[config.mk]
export PLATFORM = sky130hd
export DESIGN_NAME = lbc_cell
export DESIGN_NICKNAME = d
export VERILOG_FILES = /design/src/hw/rtl/lbc_pkg.sv /design/src/hw/rtl/lbc_cell.sv
export SDC_FILE = /design/constraint.sdc
export NUM_CORES = 1
export LEC_CHECK = 0
export BUFFER_PORTS_ARGS = -buffer_cell sky130_fd_sc_hd__buf_2
export CORE_MARGIN = 1.5
export CORE_UTILIZATION = 40
export DETAILED_ROUTE_END_ITERATION = 6
export PLACE_DENSITY = 0.68
export REMOVE_ABC_BUFFERS = 1
export SLEW_MARGIN = 30
export SYNTH_ARGS = -nofsm -noshare
export SYNTH_HDL_FRONTEND = slang
export SYNTH_SLANG_ARGS = --single-unit
[constraint.sdc]
create_clock -name clk -period 18.6 [get_ports clk]
set_clock_uncertainty 0.2 [all_clocks]
set_input_delay 3.72 -clock clk [delete_from_list [all_inputs] [get_ports clk]]
set_output_delay 3.72 -clock clk [all_outputs]
set_load 0.02 [all_outputs]
[src/hw/rtl/lbc_pkg.sv]
`default_nettype none
// ---------------------------------------------------------------------------
// lbc_pkg: shared types and constants of the LRU block cache
// Request and result payloads, operation and status codes, register indexes,
// and the search token that travels down the row of entry cells.
// ---------------------------------------------------------------------------
package lbc_pkg;

  localparam int ENTRIES_DEF     = 256;
  localparam int BLOCK_BYTES_DEF = 256;

  localparam int IDX_W  = 12;
  localparam int KEY_W  = 14;
  localparam int TICK_W = 32;
  localparam int WORD_W = 64;

  localparam int CFG_IDX_W  = 1;
  localparam int CFG_DATA_W = 9;

  localparam logic [CFG_IDX_W-1:0] CFG_ENABLE  = 1'd0;
  localparam logic [CFG_IDX_W-1:0] CFG_ENTRIES = 1'd1;

  localparam logic [1:0] OP_LOOKUP = 2'd0;
  localparam logic [1:0] OP_INSERT = 2'd1;
  localparam logic [1:0] OP_UPDATE = 2'd2;

  localparam logic [2:0] ST_OK       = 3'd0;
  localparam logic [2:0] ST_MISS     = 3'd1;
  localparam logic [2:0] ST_DISABLED = 3'd2;
  localparam logic [2:0] ST_BAD_KEY  = 3'd3;
  localparam logic [2:0] ST_PRESENT  = 3'd4;

  localparam logic [4:0] DISK_LIMIT  = 5'd16;
  localparam logic [8:0] BLOCK_LIMIT = 9'd256;

  typedef struct packed {
    logic [1:0]        operation;
    logic [4:0]        disk_number;
    logic [8:0]        block_number;
    logic [WORD_W-1:0] data_word;
    logic [4:0]        beat_index;
    logic              last_beat;
  } in_req_t;

  typedef struct packed {
    logic [2:0]        status;
    logic [WORD_W-1:0] read_word;
    logic [4:0]        read_beat;
    logic              last_result;
    logic [31:0]       query_total;
    logic [31:0]       hit_total;
  } out_req_t;

  typedef struct packed {
    logic              live;
    logic              hit;
    logic [IDX_W-1:0]  hit_idx;
    logic              free;
    logic [IDX_W-1:0]  free_idx;
    logic [TICK_W-1:0] best_age;
    logic [IDX_W-1:0]  best_idx;
  } tok_t;

  typedef struct packed {
    logic              en;
    logic [IDX_W-1:0]  idx;
    logic              set_key;
    logic [KEY_W-1:0]  key;
    logic [TICK_W-1:0] stamp;
  } wr_t;

endpackage
`default_nettype wire

[src/hw/rtl/lbc_cell.sv]
`default_nettype none
// ---------------------------------------------------------------------------
// lbc_cell: one cache entry cell
// Holds the valid mark, key and stamp of one entry, folds its own state into
// the passing search token and hands the token to the next cell.
// ---------------------------------------------------------------------------
module lbc_cell import lbc_pkg::*; #(
  parameter int IDX = 0,
  parameter int NW  = 9
) (
  input  logic             clk,
  input  logic             rst_n,
  input  logic             hold,
  input  logic             clear,
  input  logic [KEY_W-1:0] key_i,
  input  logic [NW-1:0]    n_i,
  input  logic [TICK_W-1:0] tick_i,
  input  wr_t              wr_i,
  input  tok_t             tok_i,
  output tok_t             tok_o,
  output logic             match_o
);

  logic              valid_r, valid_nxt;
  logic [KEY_W-1:0]  key_r;
  logic [TICK_W-1:0] stamp_r;
  tok_t              tok_r, tok_nxt;
  logic              act, sel, is_free, older;
  logic [TICK_W-1:0] age;

  assign act     = NW'(IDX) < n_i;
  assign sel     = wr_i.en && (wr_i.idx == IDX_W'(IDX));
  assign match_o = act && valid_r && (key_r == key_i);
  assign is_free = act && !valid_r;
  assign age     = tick_i - stamp_r;
  assign older   = (IDX == 0) || (age > tok_i.best_age);

  always_comb begin
    valid_nxt = valid_r;
    if (clear) begin
      valid_nxt = 1'b0;
    end else if (sel && wr_i.set_key) begin
      valid_nxt = 1'b1;
    end
  end

  always_comb begin
    tok_nxt = tok_i;
    if (match_o && !tok_i.hit) begin
      tok_nxt.hit     = 1'b1;
      tok_nxt.hit_idx = IDX_W'(IDX);
    end
    if (is_free && !tok_i.free) begin
      tok_nxt.free     = 1'b1;
      tok_nxt.free_idx = IDX_W'(IDX);
    end
    if (act && older) begin
      tok_nxt.best_age = age;
      tok_nxt.best_idx = IDX_W'(IDX);
    end
  end

  always_ff @(posedge clk) begin
    if (!rst_n) begin
      valid_r <= 1'b0;
    end else begin
      valid_r <= valid_nxt;
    end
  end

  always_ff @(posedge clk) begin
    if (sel) begin
      stamp_r <= wr_i.stamp;
      if (wr_i.set_key) begin
        key_r <= wr_i.key;
      end
    end
  end

  always_ff @(posedge clk) begin
    if (!rst_n) begin
      tok_r.live <= 1'b0;
    end else if (!hold) begin
      tok_r <= tok_nxt;
    end
  end

  assign tok_o = tok_r;

endmodule
`default_nettype wire

==> run summary, run 1 <==
status -> complete, no violations
Area growth, synth to finish -> 33.20%
number of synthesized flops with an enable pin -> 116
Slew @ Worst Pin -> 907.2 ps
biggest area consumer among synthesized cells -> edfxtp_1
Hold Buf Count CTS -> 0
Post-Syn Area -> 6391 um^2
Num CTS Buffers -> 17
top cells by area, synth -> edfxtp_1, ha_1, xnor2_1
Tightest Hold Check Type -> register to register
Longest Clk Path Bufs -> 2
gr ovfl total -> 0
Clock transition at path regs -> 50 ps
drt initial violations -> 305
aggregate global-route resource usage -> 0.1840
die height -> 129.4 um
final setup vio count -> 0
FFs w/ async S/R, synth -> 0
setup repair bufs after CTS -> 0
post-CTS sizing -> 0
overall routed net length -> 15360 um
gp weighted congestion -> 0.8268
pwr/cell area -> 86.11 nW/um^2
Synth Register Bits -> 118
first-pass GRT wire length -> 23400 um
CP required -> 14680 ps
synth warn -> 0
Initial Util -> 0.4053
commonest non-fill, non-tap cells in the layout -> buf_2, edfxtp_1, nor2_1
Residual DRC -> 0
ys flop type -> edfxtp_1
f_max -> 113.5 MHz
post-synth top area share -> 0.5450
Slew headroom -> 0.3952
die area -> 16750 um^2
Max FO, Critical Path -> 53
DR pass1 iterations -> 7
Final Hold Vio Count -> 0
core footprint -> 15770 um^2
critical path endpoint category -> output pin
register area share after synthesis -> 0.5513
leading cell type in the layout, fill and taps excluded -> buf_2
Syn Inst Count -> 558
CTS Root Cell -> clkbuf_16
vias in the first global route -> 4737
CTS tree -> yes
Wirelength per Cell -> 14.67 um
Worst Setup Path Type -> input pin to output pin
library cells used by synthesis -> 65
final worst-path cycle share -> 0.4737
vias per std cell -> 4.830
Vias -> 5057
largest net degree at the start of global routing -> 71
ANT cells -> 0
Die Width -> 129.4 um
Final min period -> 8812 ps
Max Cap Viol -> 0
Filler cells -> 1427
depth of the CTS H-tree -> 4
maximum VDD drop -> 60.02 uV
crit path DAT -> 4890 ps
Routed Antenna Nets -> 0
clock insertion delay at the later pin of the skew report -> 410 ps
Final Slew Violations -> 0
NumNets Final -> 1040
setup_tns -> 0 ps
clock sink count -> 118
Startpoint Class -> input pin
# port buffers -> 261
layout cells sized above 1 -> 0.3863
syn_area_per_cell -> 11.45 um^2
Ports -> 262
P_leak -> 3.655 nW
dpl hpwl -> 11900 um
FP Rows -> 46
hold_ws -> 321.4 ps
antenna violations before repair -> 0
RSZ-0062 raised after global routing -> no
routing by layer:
layer / wire length, um / share of wire / vias up / global-route usage
met4: 328 / 0.021 / 0 / 0.07204
li1: - / - / 2548 / -
met3: 798 / 0.052 / 25 / 0.04459
met5: 0 / 0 / - / 0
met1: 6374 / 0.41 / 2318 / 0.2175
met2: 7862 / 0.51 / 166 / 0.3229
power breakdown:
group	leakage [nW]	internal [mW]	switching [mW]	total (mW)
clock	0.299	0.224	0.113	0.336
sequential	1.06	0.304	0.00199	0.306
combinational	2.29	0.0401	0.0505	0.0907
total	3.66	0.568	0.165	0.733
per-stage QoR:
step	area, um^2	power [mW]	std cells	util	setup WS [ps]
after floorplan	6272	0.3641	533	-	9057
after global placement	7900	0.4007	1015	0.5010	9759
after detailed placement	7900	0.4018	1015	0.5010	9759
after CTS	8513	0.7416	1047	0.5398	9750
after global routing	8513	0.7609	1047	0.5398	9610
final	8513	0.7330	1047	0.5398	9788
critical path: stages:
cell     delay, ps
buf_2           90
nor3_1         220
nand4_1        140
buf_4          290
and3_1         230
buf_2          160
final timing paths:
path / startpoint / end / depth (start not counted) / slack (ps)
max: n_i[8] / match_o / 6 / 9790
min: tok_o[70] / tok_o[70] / 2 / 320
max reg2reg: stamp_r[0] / tok_o[42] / 10 / 15600
min reg2reg: tok_o[70] / tok_o[70] / 2 / 320
layout make-up:
type	count	area [um^2]	share of cell area
Clock buffer	23	488.0	0.05732
Clock inverter	9	125.1	0.01470
Inverter	36	135.1	0.01587
Multi-Input combinational cell	379	2628	0.3086
Sequential cell	118	3523	0.4139
Tap cell	216	270.3	0.03175
Timing Repair Buffer	266	1344	0.1578
cell usage after synthesis, types with 9 or more instances:
| cell type | number |
|---|---|
| a21oi_1 | 44 |
| nand2_1 | 36 |
| nand3_1 | 9 |
| a21o_1 | 14 |
| and2_1 | 13 |
| xnor2_1 | 29 |
| inv_1 | 36 |
| nand4_1 | 13 |
| nor3_1 | 10 |
| nor2b_1 | 28 |
| clkbuf_1 | 14 |
| nor2_1 | 47 |
| edfxtp_1 | 116 |
| ha_1 | 31 |
| xor2_1 | 13 |
| o21ai_0 | 12 |
flip-flops by register name, indices dropped and copies added (netlist names):
signal   flops
tok_o       71
valid_r      1
stamp_r     32
key_r       14
logic make-up after synthesis:
kind of cell             after synthesis  synth area share
XOR/XNOR                              42           0.05756
AND/OR/NAND/NOR                      183            0.1486
AO/OA/AOI/OAI                        120            0.1357
multiplexers                           2          0.003328
buffers and inverters                 61           0.03974
adder cells (fa/ha/maj)               32           0.06382
flip-flops                           118            0.5513
Power figures use the tool's default switching activity.
==> run 2, diff against run 1 <==
--- a/config.mk
+++ b/config.mk
@@ -9,7 +9,7 @@
 export CORE_MARGIN = 1.5
 export CORE_UTILIZATION = 40
 export DETAILED_ROUTE_END_ITERATION = 6
-export PLACE_DENSITY = 0.68
+export PLACE_DENSITY = 0.71
 export REMOVE_ABC_BUFFERS = 1
 export SLEW_MARGIN = 30
 export SYNTH_ARGS = -nofsm -noshare
==> constraint.sdc (replaced) <==
create_clock -name clk -period 7.2 [get_ports clk]
set_clock_uncertainty 0.2 [all_clocks]
set_input_delay 1.44 -clock clk [delete_from_list [all_inputs] [get_ports clk]]
set_output_delay 1.44 -clock clk [all_outputs]
set_load 0.02 [all_outputs]
==> run 2 against run 1 <==
Combinational power increased to 2.6 times the previous value. Global-route usage up 0.21 points. Die area is the same. Clock-buffer cell count is 3 lower. Sequential cell count unchanged. Non-clock buffer count fell by 1. Routed wire length rose by 2.1%. Utilization down 0.56 points. First-iteration DRC count fell by 28%. Cell area down 1.0%. Critical path type unchanged.
==> run summary, run 2 (synthesized netlist as in run 1, its figures left out) <==
status -> complete, no violations (unchanged)
fin util -> 0.5343 (was 0.5398)
Max FO, Critical Path -> 53 (unchanged)
setup repair bufs after CTS -> 0 (unchanged)
Filler cells -> 1429 (was 1427)
Wirelength per Cell -> 14.98 um (was 14.67 um)
Switching Fraction -> 0.2387 (was 0.2252)
Pwr Total -> 1.779 mW (was 0.7330 mW)
commonest non-fill, non-tap cells in the layout -> buf_2, edfxtp_1, nor2_1 (unchanged)
met2 usage -> 0.3273 (was 0.3229)
Slew headroom -> 0.4004 (was 0.3952)
Startpoint Class -> input pin (unchanged)
maximum VDD drop -> 150.5 uV (was 60.02 uV)
antenna violations before repair -> 3 (was 0)
depth of the CTS H-tree -> 4 (unchanged)
post-CTS sizing -> 0 (unchanged)
drt initial violations -> 220 (was 305)
switching pwr -> 0.4246 mW (was 0.1651 mW)
clock sink count -> 118 (unchanged)
Routed Antenna Nets -> 0 (unchanged)
Max Cap Viol -> 0 (unchanged)
leading cell type in the layout, fill and taps excluded -> buf_2 (unchanged)
critical path endpoint category -> output pin (unchanged)
placed cell area -> 7898 um^2 (was 7900 um^2)
Reg2Reg Depth -> 10 (unchanged)
worst setup margin -> 2893 ps (was 9788 ps)
f_max -> 232.2 MHz
Hold EP -> tok_o[70] (unchanged)
first-pass GRT wire length -> 23630 um (was 23400 um)
Hold Path Cell Cnt -> 2 (unchanged)
Reg power frac -> 0.445 (was 0.418)
crit path DAT -> 2670 ps (was 4890 ps)
pre-CTS WS -> 2898 ps (was 9759 ps)
vias per std cell -> 4.833 (was 4.830)
Final Hold Vio Count -> 0 (unchanged)
GRT busiest layer -> met2 (unchanged)
Worst Setup Path Type -> input pin to output pin (unchanged)
CTS tree -> yes (unchanged)
r2r setup slk -> 4230 ps (was 15600 ps)
gp weighted congestion -> 0.8576 (was 0.8268)
Slew @ Worst Pin -> 899.4 ps (was 907.2 ps)
FP Rows -> 46 (unchanged)
Residual DRC -> 0 (unchanged)
dpl hpwl -> 12110 um (was 11900 um)
CTS Root Cell -> clkbuf_16 (unchanged)
Gate power share -> 0.132 (was 0.124)
CP required -> 5560 ps (was 14680 ps)
Area growth, synth to finish -> 31.83% (was 33.20%)
final worst-path cycle share -> 0.5982
R2R Path End -> tok_o[42] (unchanged)
gr ovfl total -> 0 (unchanged)
final setup vio count -> 0 (unchanged)
core footprint -> 15770 um^2 (unchanged)
Die Width -> 129.4 um (unchanged)
layout cells sized above 1 -> 0.3836 (was 0.3863)
Initial Util -> 0.4053 (unchanged)
Clk pwr share -> 0.423 (was 0.459)
NumNets Final -> 1039 (was 1040)
clock insertion delay at the later pin of the skew report -> 410 ps (about the same)
P_leak -> 3.605 nW (was 3.655 nW)
max reg flops -> 71 (unchanged)
design area -> 8426 um^2 (was 8513 um^2)
Tightest Hold Check Type -> register to register (unchanged)
largest net degree at the start of global routing -> 71 (unchanged)
# port buffers -> 261 (unchanged)
hold path startpoint -> tok_o[70] (unchanged)
met3 usage in global routing -> 0.04666 (was 0.04459)
pwr/cell area -> 211.1 nW/um^2 (was 86.11 nW/um^2)
aggregate global-route resource usage -> 0.1861 (was 0.1840)
die height -> 129.4 um (unchanged)
die area -> 16750 um^2 (unchanged)
Longest Clk Path Bufs -> 2 (unchanged)
beginning of the worst register-to-register path -> stamp_r[0] (unchanged)
Final Slew Violations -> 0 (unchanged)
CP startpoint -> n_i[8] (unchanged)
overall routed net length -> 15680 um (was 15360 um)
RSZ-0062 raised after global routing -> no (unchanged)
Clock transition at path regs -> 50 ps (about the same)
DR pass1 iterations -> 4 (was 7)
Num CTS Buffers -> 17 (unchanged)
vias in the first global route -> 4836 (was 4737)
Vias -> 5060 (was 5057)
Internal -> 1.354 mW (was 0.5680 mW)
met1 Resource Use GR -> 0.2173 (was 0.2175)
Hold Buf Count CTS -> 0 (unchanged)
Ports -> 262 (unchanged)
setup_tns -> 0 ps (unchanged)
Final min period -> 4307 ps
-- run 2: area by class of cell --
type,count,area (um^2),area share
well taps,216,270.3,0.03208
repair buffers,265,1336,0.1586
multi-input cells,379,2633,0.3124
flip-flops and latches,118,3523,0.4182
diodes,2,5.005,0.0005940
clock inverters,11,86.33,0.01025
inverters,36,135.1,0.01604
clock buffers,20,436.7,0.05183
-- run 2: per-stage QoR --
stage	cells	hold WS, ps
final	1047	328.1
after global routing	1045	393.4
after CTS	1045	344.1
after detailed placement	1014	330.5
after global placement	1014	298.9
after floorplan	533	298.7
-- run 2: how the worst max path moves through the flow --
| stage | cells past startpoint | slack (ps) | to |
|---|---|---|---|
| floorplan | 3 | 790 | key_r[0] |
| global placement | 6 | 2910 | match_o |
| detailed placement | 6 | 2900 | match_o |
| CTS | 6 | 2890 | match_o |
| global route | 6 | 2790 | match_o |
| finish | 6 | 2890 | match_o |
-- run 2: worst max-delay path, cell delays in order --
cell	delay, ps
buf_2	100
nor3_1	280
nand4_1	150
buf_4	310
and3_1	230
buf_2	160
-- run 2: power by group through the flow --
stage          clock [mW]  combinational [mW]  sequential, mW
2_1_floorplan           0               0.102           0.839
3_3_place_gp            0               0.232           0.804
3_5_place_dp            0               0.234           0.805
4_1_cts             0.771               0.236           0.791
5_1_grt             0.798               0.256           0.793
6_report            0.753               0.235           0.791
-- run 2: per-layer routing --
| layer | share of wire | up-vias |
|---|---|---|
| met5 | 0.0015 | - |
| met4 | 0.017 | 4 |
| met3 | 0.059 | 24 |
| met2 | 0.51 | 184 |
| met1 | 0.41 | 2316 |
| li1 | - | 2532 |
==> run 3, diff against run 2 <==
==> constraint.sdc (replaced) <==
create_clock -name clk -period 3.65 [get_ports clk]
set_clock_uncertainty 0.2 [all_clocks]
set_input_delay 0.73 -clock clk [delete_from_list [all_inputs] [get_ports clk]]
set_output_delay 0.73 -clock clk [all_outputs]
set_load 0.02 [all_outputs]
==> run 3 against run 2 <==
Worst setup slack worse by 2300 ps. Hold slack got worse by 44 ps. Register-to-register slack got worse by 3500 ps. Combinational power rose by 99%. Sequential power is 97% higher. Via count grew 1.8%. Clock-buffer cell count fell by 3. Die area did not move. Critical path depth rose by 6. Routed wire length rose by 2.8%. First-iteration DRC count rose by 34%. Largest power group is now clock.
==> run summary, run 3 (synthesized netlist as in run 1, its figures left out) <==
pre-CTS WS -> 194.8 ps (was 2898 ps)
die height -> 129.4 um (unchanged)
aggregate global-route resource usage -> 0.1911 (was 0.1861)
r2r setup slk -> 690 ps (was 4230 ps)
die area -> 16750 um^2 (unchanged)
overall routed net length -> 16120 um (was 15680 um)
R2R Path End -> tok_o[42] (unchanged)
clock sink count -> 118 (unchanged)
Clock transition at path regs -> 60 ps (was 50 ps)
Initial Util -> 0.4053 (unchanged)
placed cell area -> 7938 um^2 (was 7898 um^2)
pwr/cell area -> 439.7 nW/um^2 (was 211.1 nW/um^2)
Wirelength per Cell -> 15.31 um (was 14.98 um)
Multi-input gate area -> 2628 um^2 (was 2633 um^2)
Routed Antenna Nets -> 0 (unchanged)
Final Hold Vio Count -> 0 (unchanged)
Worst Setup EP -> tok_o[42] (was match_o)
Slew @ Worst Pin -> 746.5 ps (was 899.4 ps)
depth of the CTS H-tree -> 4 (unchanged)
final worst-path cycle share -> 0.8293
setup repair bufs after CTS -> 0 (unchanged)
setup_tns -> 0 ps (unchanged)
crit path DAT -> 2990 ps (was 2670 ps)
P_leak -> 3.672 nW (was 3.605 nW)
final setup vio count -> 0 (unchanged)
FP Rows -> 46 (unchanged)
CTS Root Cell -> clkbuf_16 (unchanged)
CTS tree -> yes (unchanged)
Max Cap Viol -> 0 (unchanged)
RSZ-0062 raised after global routing -> no (unchanged)
Filler cells -> 1443 (was 1429)
CP required -> 3610 ps (was 5560 ps)
clock insertion delay at the later pin of the skew report -> 420 ps (was 410 ps)
dpl hpwl -> 12380 um (was 12110 um)
worst setup margin -> 623.0 ps (was 2893 ps)
Tightest Hold Check Type -> input pin to register (was register to register)
drt initial violations -> 294 (was 220)
post-CTS sizing -> 0 (unchanged)
dpl cells -> 1020 (was 1014)
commonest non-fill, non-tap cells in the layout -> buf_2, edfxtp_1, nor2_1 (unchanged)
post-route insts no fill -> 1053 (was 1047)
gr ovfl total -> 0 (unchanged)
vias per std cell -> 4.891 (was 4.833)
maximum VDD drop -> 306.2 uV (was 150.5 uV)
largest net degree at the start of global routing -> 53 (was 71)
Final Slew Violations -> 0 (unchanged)
NumNets Final -> 1045 (was 1039)
Pwr Total -> 3.760 mW (was 1.779 mW)
Ports -> 262 (unchanged)
leading cell type in the layout, fill and taps excluded -> buf_2 (unchanged)
Worst Setup Path Type -> input pin to register (was input pin to output pin)
critical path endpoint category -> register (was output pin)
# port buffers -> 261 (unchanged)
Residual DRC -> 0 (unchanged)
DR pass1 iterations -> 4 (unchanged)
layout cells sized above 1 -> 0.3892 (was 0.3836)
status -> complete, no violations (unchanged)
vias in the first global route -> 4790 (was 4836)
Die Width -> 129.4 um (unchanged)
Startpoint Class -> input pin (unchanged)
gp weighted congestion -> 0.8786 (was 0.8576)
Slew headroom -> 0.5005 (was 0.4004)
CP startpoint -> tick_i[0] (was n_i[8])
fin util -> 0.5422 (was 0.5343)
core footprint -> 15770 um^2 (unchanged)
f_max -> 330.4 MHz
hold_ws -> 283.9 ps (was 328.1 ps)
beginning of the worst register-to-register path -> stamp_r[0] (unchanged)
antenna violations before repair -> 4 (was 3)
Vias -> 5150 (was 5060)
Sequential Area -> 3523 um^2 (unchanged)
Max FO, Critical Path -> 3 (was 53)
Hold Buf Count CTS -> 0 (unchanged)
Longest Clk Path Bufs -> 2 (unchanged)
max reg flops -> 71 (unchanged)
Num CTS Buffers -> 17 (unchanged)
Reg2Reg Depth -> 10 (unchanged)
first-pass GRT wire length -> 23940 um (was 23630 um)
Area growth, synth to finish -> 33.79% (was 31.83%)
design area -> 8551 um^2 (was 8426 um^2)
Final min period -> 3027 ps
[run 3: where the power goes]
group          internal, mW  switching (mW)
Clock                  1.13           0.604
Combinational         0.206           0.261
Sequential             1.55          0.0102
[run 3: final cells by class]
class	count	share of cell area
Antenna cell	2	0.0005853
Multi-Input combinational cell	379	0.3073
Inverter	36	0.01580
Tap cell	216	0.03161
Clock inverter	14	0.02136
Timing Repair Buffer	271	0.1615
Clock buffer	17	0.04975
Sequential cell	118	0.4121
[run 3: worst min-delay path by stage]
stage          depth (start not counted)    endpoint  startpoint
2_1_floorplan                          2     valid_r     valid_r
3_3_place_gp                           2   tok_o[70]   tok_o[70]
3_5_place_dp                           2   tok_o[70]   tok_o[70]
4_1_cts                                1  stamp_r[6]     wr_i[6]
5_1_grt                                1  stamp_r[3]     wr_i[3]
6_report                               1  stamp_r[7]     wr_i[7]
[run 3: critical path: stages]
cell,delay [ps]
buf_2,80
inv_1,30
ha_1,250
fa_1,410
nand2b_1,210
a21oi_4,200
o211ai_4,130
a21oi_4,170
a31oi_1,160
o41ai_2,360
xnor2_1,160
o21ai_1,80
[run 3: layer usage]
| metal | global-route usage | vias up | wire [um] |
|---|---|---|---|
| met4 | 0.08724 | 4 | 375 |
| met1 | 0.2211 | 2377 | 6426 |
| met3 | 0.04831 | 29 | 939 |
| met5 | 0 | - | 25 |
| li1 | - | 2551 | - |
| met2 | 0.3335 | 189 | 8352 |
